`config.mk`:
```
export PLATFORM = sky130hd
export DESIGN_NAME = rbst_cfg
export DESIGN_NICKNAME = d
export VERILOG_FILES = /design/src/hdl/rbst_pkg.sv /design/src/hdl/rbst_cfg.sv
export SDC_FILE = /design/constraint.sdc
export NUM_CORES = 1
export LEC_CHECK = 0
export BUFFER_PORTS_ARGS = -buffer_cell sky130_fd_sc_hd__buf_2
export CORE_AREA = 2 2 141 171
export DETAILED_ROUTE_END_ITERATION = 16
export DIE_AREA = 0 0 143 173
export PLACE_DENSITY_LB_ADDON = 0.2
export SYNTH_ARGS = -nofsm -noshare
export SYNTH_HDL_FRONTEND = slang
export SYNTH_SLANG_ARGS = --single-unit
```
`constraint.sdc`:
```
create_clock -name clk -period 1.6 [get_ports clk]
set_input_delay 0.24 -clock clk [delete_from_list [all_inputs] [get_ports clk]]
set_output_delay 0.24 -clock clk [all_outputs]
set_load 0.05 [all_outputs]
```
`src/hdl/rbst_pkg.sv`:
```
// ----------------------------------------------------------------------------
// rbst_pkg
// shared types and constants for the ray/box slab test
// ----------------------------------------------------------------------------
package rbst_pkg;

    localparam int NUM_AXES = 3;

    typedef logic [2:0] reg_idx_t;

    // register map, index into the register list
    localparam reg_idx_t REG_ORIGIN_X = 3'd0;
    localparam reg_idx_t REG_ORIGIN_Y = 3'd1;
    localparam reg_idx_t REG_ORIGIN_Z = 3'd2;
    localparam reg_idx_t REG_DIR_X    = 3'd3;
    localparam reg_idx_t REG_DIR_Y    = 3'd4;
    localparam reg_idx_t REG_DIR_Z    = 3'd5;
    localparam reg_idx_t REG_MAX_DIST = 3'd6;

    // per-item flags carried alongside the dividers
    typedef struct packed {
        logic       in_box;
        logic [2:0] skip;
    } side_t;

endpackage

```
`src/hdl/rbst_cfg.sv`:
```
// ----------------------------------------------------------------------------
// rbst_cfg
// apb register bank holding the ray
// ----------------------------------------------------------------------------
module rbst_cfg #(
    parameter int W      = 32,
    parameter int APB_W  = 32,
    parameter int ADDR_W = 5,
    parameter int AL     = 2
) (
    input  logic                     clk,
    input  logic                     rst_n,
    input  logic                     psel,
    input  logic                     penable,
    input  logic                     pwrite,
    input  logic [ADDR_W-1:0]        paddr,
    input  logic [APB_W-1:0]         pwdata,
    output logic [APB_W-1:0]         prdata,
    output logic signed [W-1:0]      origin [3],
    output logic signed [W-1:0]      dir [3],
    output logic [W-2:0]             tmax
);
    import rbst_pkg::*;

    logic signed [W-1:0] origin_reg [3];
    logic signed [W-1:0] dir_reg [3];
    logic [W-2:0]        tmax_reg;
    reg_idx_t            idx;
    logic                wr;

    assign idx = paddr[AL+2:AL];
    assign wr  = psel & penable & pwrite;

    always_ff @(posedge clk or negedge rst_n)
    begin
        if (!rst_n)
        begin
            for (int a = 0; a < NUM_AXES; a++)
            begin
                origin_reg[a] <= '0;
                dir_reg[a]    <= '0;
            end
            tmax_reg <= '1;
        end
        else if (wr)
        begin
            unique case (idx)
                REG_ORIGIN_X: origin_reg[0] <= pwdata[W-1:0];
                REG_ORIGIN_Y: origin_reg[1] <= pwdata[W-1:0];
                REG_ORIGIN_Z: origin_reg[2] <= pwdata[W-1:0];
                REG_DIR_X:    dir_reg[0]    <= pwdata[W-1:0];
                REG_DIR_Y:    dir_reg[1]    <= pwdata[W-1:0];
                REG_DIR_Z:    dir_reg[2]    <= pwdata[W-1:0];
                REG_MAX_DIST: tmax_reg      <= pwdata[W-2:0];
                default:      ;
            endcase
        end
    end

    always_comb
    begin
        unique case (idx)
            REG_ORIGIN_X: prdata = APB_W'(origin_reg[0]);
            REG_ORIGIN_Y: prdata = APB_W'(origin_reg[1]);
            REG_ORIGIN_Z: prdata = APB_W'(origin_reg[2]);
            REG_DIR_X:    prdata = APB_W'(dir_reg[0]);
            REG_DIR_Y:    prdata = APB_W'(dir_reg[1]);
            REG_DIR_Z:    prdata = APB_W'(dir_reg[2]);
            REG_MAX_DIST: prdata = APB_W'(tmax_reg);
            default:      prdata = '0;
        endcase
    end

    assign origin = origin_reg;
    assign dir    = dir_reg;
    assign tmax   = tmax_reg;

endmodule

```
==> results.cfg <==
[synth]
synth_top_family_by_area = multiplexers
synth_simple_gate_area_frac = 0.0352
synthMuxAreaShare = 0.330
postSynthCellCount = 726
seq_area_frac_synth = 0.549
synth_nets = 768
synth_xor_area_frac = 0
avgSynthCellArea_sq_um = 14.1
synthAdderAreaFrac = 0
syn-cell-area_sq_mm = 0.0102
synth-warning-count = 0
ys.flop_type = dfrtp_1
ys_seq_elements = 223
async_flop_share = 1.00
synth_edf_count = 0
ys_types = 28
synth_compound_gate_area_share = 0.0592

[finish]
layout.nets = 1151
drive_above_1_share = 0.713
final_cell_mix = 243 x mux2_2, 236 x buf_2, 179 x dfrtp_1
final_common_cell = mux2_2
finalInstanceArea_sq_mm = 0.0148
area_growth_pct = 45.0
n_antenna_cell = 0

[sta]
fin_hold_ws_ns = 0.0439
fin_ws_ns = -0.500
hold_viol = 0
tightest_slew_ns = 0.464
rsz0062_at_grt = yes
clock_skew_ns = 0
fmaxAchievable_mhz = 476
period_share = 1.31
finalMaxSlewViolations = 0
relSlewSlack = 0.691
setup_violations = 33
period_needed_ns = 2.10

[global_routing]
grt_max_degree = 52
grt_pass1_vias = 8240
grt_overflow = 0
grt_usage = 0.245
antenna_found_initial = 0
grt_pass1_wl_mm = 47.4

[pwr]
power.share.clock = 0.241
p_per_area_mw_per_mm2 = 1540
switching_share = 0.419
p_leak_uw = 0.00707
pwr-share-comb = 0.419
p_switching_uw = 9550
peakVddDrop_v = 0.00121
total_power_uw = 22800
seqPwrFrac = 0.340
p_int_uw = 13300

[floorplan]
dieArea_sq_mm = 0.0247
io_pins = 297
core-area_sq_mm = 0.0230
row_count = 61
die_h_microns = 173
start_util = 0.446
dieWidth_microns = 143

[setup_path]
reg2reg_slack_ns = 0.58
arrival_ns = 1.86
critPathKind = reg2out
crit-reg2reg-launch = dir[48]
critPathMaxStageDelay_ns = 0.40
cp-startpoint = dir[38]
path_cells = mux2_2 > a222oi_1 > buf_4 > o21ai_4 > buf_6
cp_max_fo = 2
slowest_stage = dfrtp_2
rr_endpoint = dir[48]
crit_path_start_kind = flop
crit_path_end_kind = primary output
cp.required_ns = 1.36
r2r_cells = 3

[detailed_routing]
vias_per_cell = 5.36
drc_errors = 0
routed-wl-met2_mm = 15.5
wl_met1_mm = 12.5
ant_nets = 0
highest_layer = met4
vias = 7728
wl_per_cell_microns = 21.3
routed_wl_mm = 30.7
route.met3.wl_mm = 2.05
dr.pass1.iters = 6
drt_iter0_markers = 253

[clock_tree]
clk_path_buf_depth = 3
cts_tree = yes
cts.reportedPaths.clkPinSlew_ns = 0.06
numCtsBuffers = 24
cts.sinks = 223
h-tree-depth = 1
cts_root_buffer = clkbuf_16
clkLatencyLatePin_ns = 0.51

[status]
status = finished with violations
failed_checks = negative setup slack

[place]
portBuffers = 294
dpl-instance-area_sq_mm = 0.0133
dp_hpwl_mm = 21.3
gp_congestion = 0.802

[hold_path]
hold_path.class = in2reg
whs_path_depth = 2
min_to = dir[95]
min-delay-start = pwdata[31]

[flow_run]
cap_violations = 0
power by group through the flow:
stage | logic [uW] | registers (uW) | clock network, uW
final | 9560 | 7770 | 5490
after global placement | 8800 | 7830 | 0
after CTS | 9490 | 7750 | 5650
after detailed placement | 8870 | 7860 | 0
after floorplan | 2680 | 11600 | 0
after global routing | 9960 | 7910 | 5860
critical path, delay by kind of cell (launching register included):
| kind | cells | cell delay (ns) |
|---|---|---|
| buf+inv | 2 | 0.35 |
| compound gates | 2 | 0.35 |
| mux | 1 | 0.25 |
| flops | 1 | 0.40 |
synthesized netlist by cell type (5+ instances only):
cell,instances,area share
a222oi_1,13,0.013
buf_2,31,0.015
clkbuf_1,18,0.0066
dfrtp_1,192,0.47
dfstp_2,31,0.080
mux2_1,7,0.0077
mux2_2,247,0.27
mux2i_1,49,0.048
nand2_1,17,0.0062
nand3_1,16,0.0078
nand3b_1,14,0.010
nor2_1,5,0.0018
o21a_1,31,0.023
o21ai_0,13,0.0064
o221ai_1,19,0.016
layout make-up:
| class | instances | area [sq um] |
|---|---|---|
| Inverter | 3 | 11.3 |
| Fill cell | 1731 | 8130 |
| Tap cell | 315 | 394 |
| Clock buffer | 37 | 731 |
| Clock inverter | 7 | 60.1 |
| Sequential cell | 223 | 5640 |
| Timing Repair Buffer | 412 | 3060 |
| Multi-Input combinational cell | 445 | 4960 |
stage by stage:
step / util / cells / setup TNS (ns) / worst slack (ns)
final: 0.646 / 1442 / -10.29 / -0.500
after detailed placement: 0.581 / 1370 / -36.30 / -0.312
after floorplan: - / 726 / -0.324 / -0.0290
after global routing: 0.646 / 1442 / -12.47 / -0.548
after CTS: 0.641 / 1440 / -11.10 / -0.559
after global placement: 0.581 / 1370 / -32.08 / -0.306
worst max path at each step:
stage | endpoint | slack [ns] | cells past startpoint
after detailed placement | prdata[6] | -0.31 | 7
after CTS | prdata[6] | -0.56 | 5
after global placement | prdata[6] | -0.31 | 6
after global routing | prdata[2] | -0.55 | 5
after floorplan | prdata[10] | -0.03 | 5
final | prdata[6] | -0.50 | 5
per-layer routing:
layer / global-route usage / up-vias
met1: 0.312 / 3950
met2: 0.422 / 272
met5: 0 / -
li1: - / 3461
met3: 0.0562 / 45
met4: 0.0615 / 0
cell families (layout without fill, tap and decap cells):
family          after synthesis  in the layout
mux                         304            304
compound gates               78             78
flops                       223            223
simple gates                 63             63
buf+inv                      58            459
repair_timing:
| action | CTS | global route |
|---|---|---|
| endpoints found under the setup margin | 33 | 45 |
| gates resized for setup | 119 | 27 |
| hold buffers | 1 | 0 |
| buffers inserted | 25 | 3 |
| pin swaps | 28 | 8 |
| hold endpoints to repair | 39 | 0 |
Power figures use the tool's default switching activity.
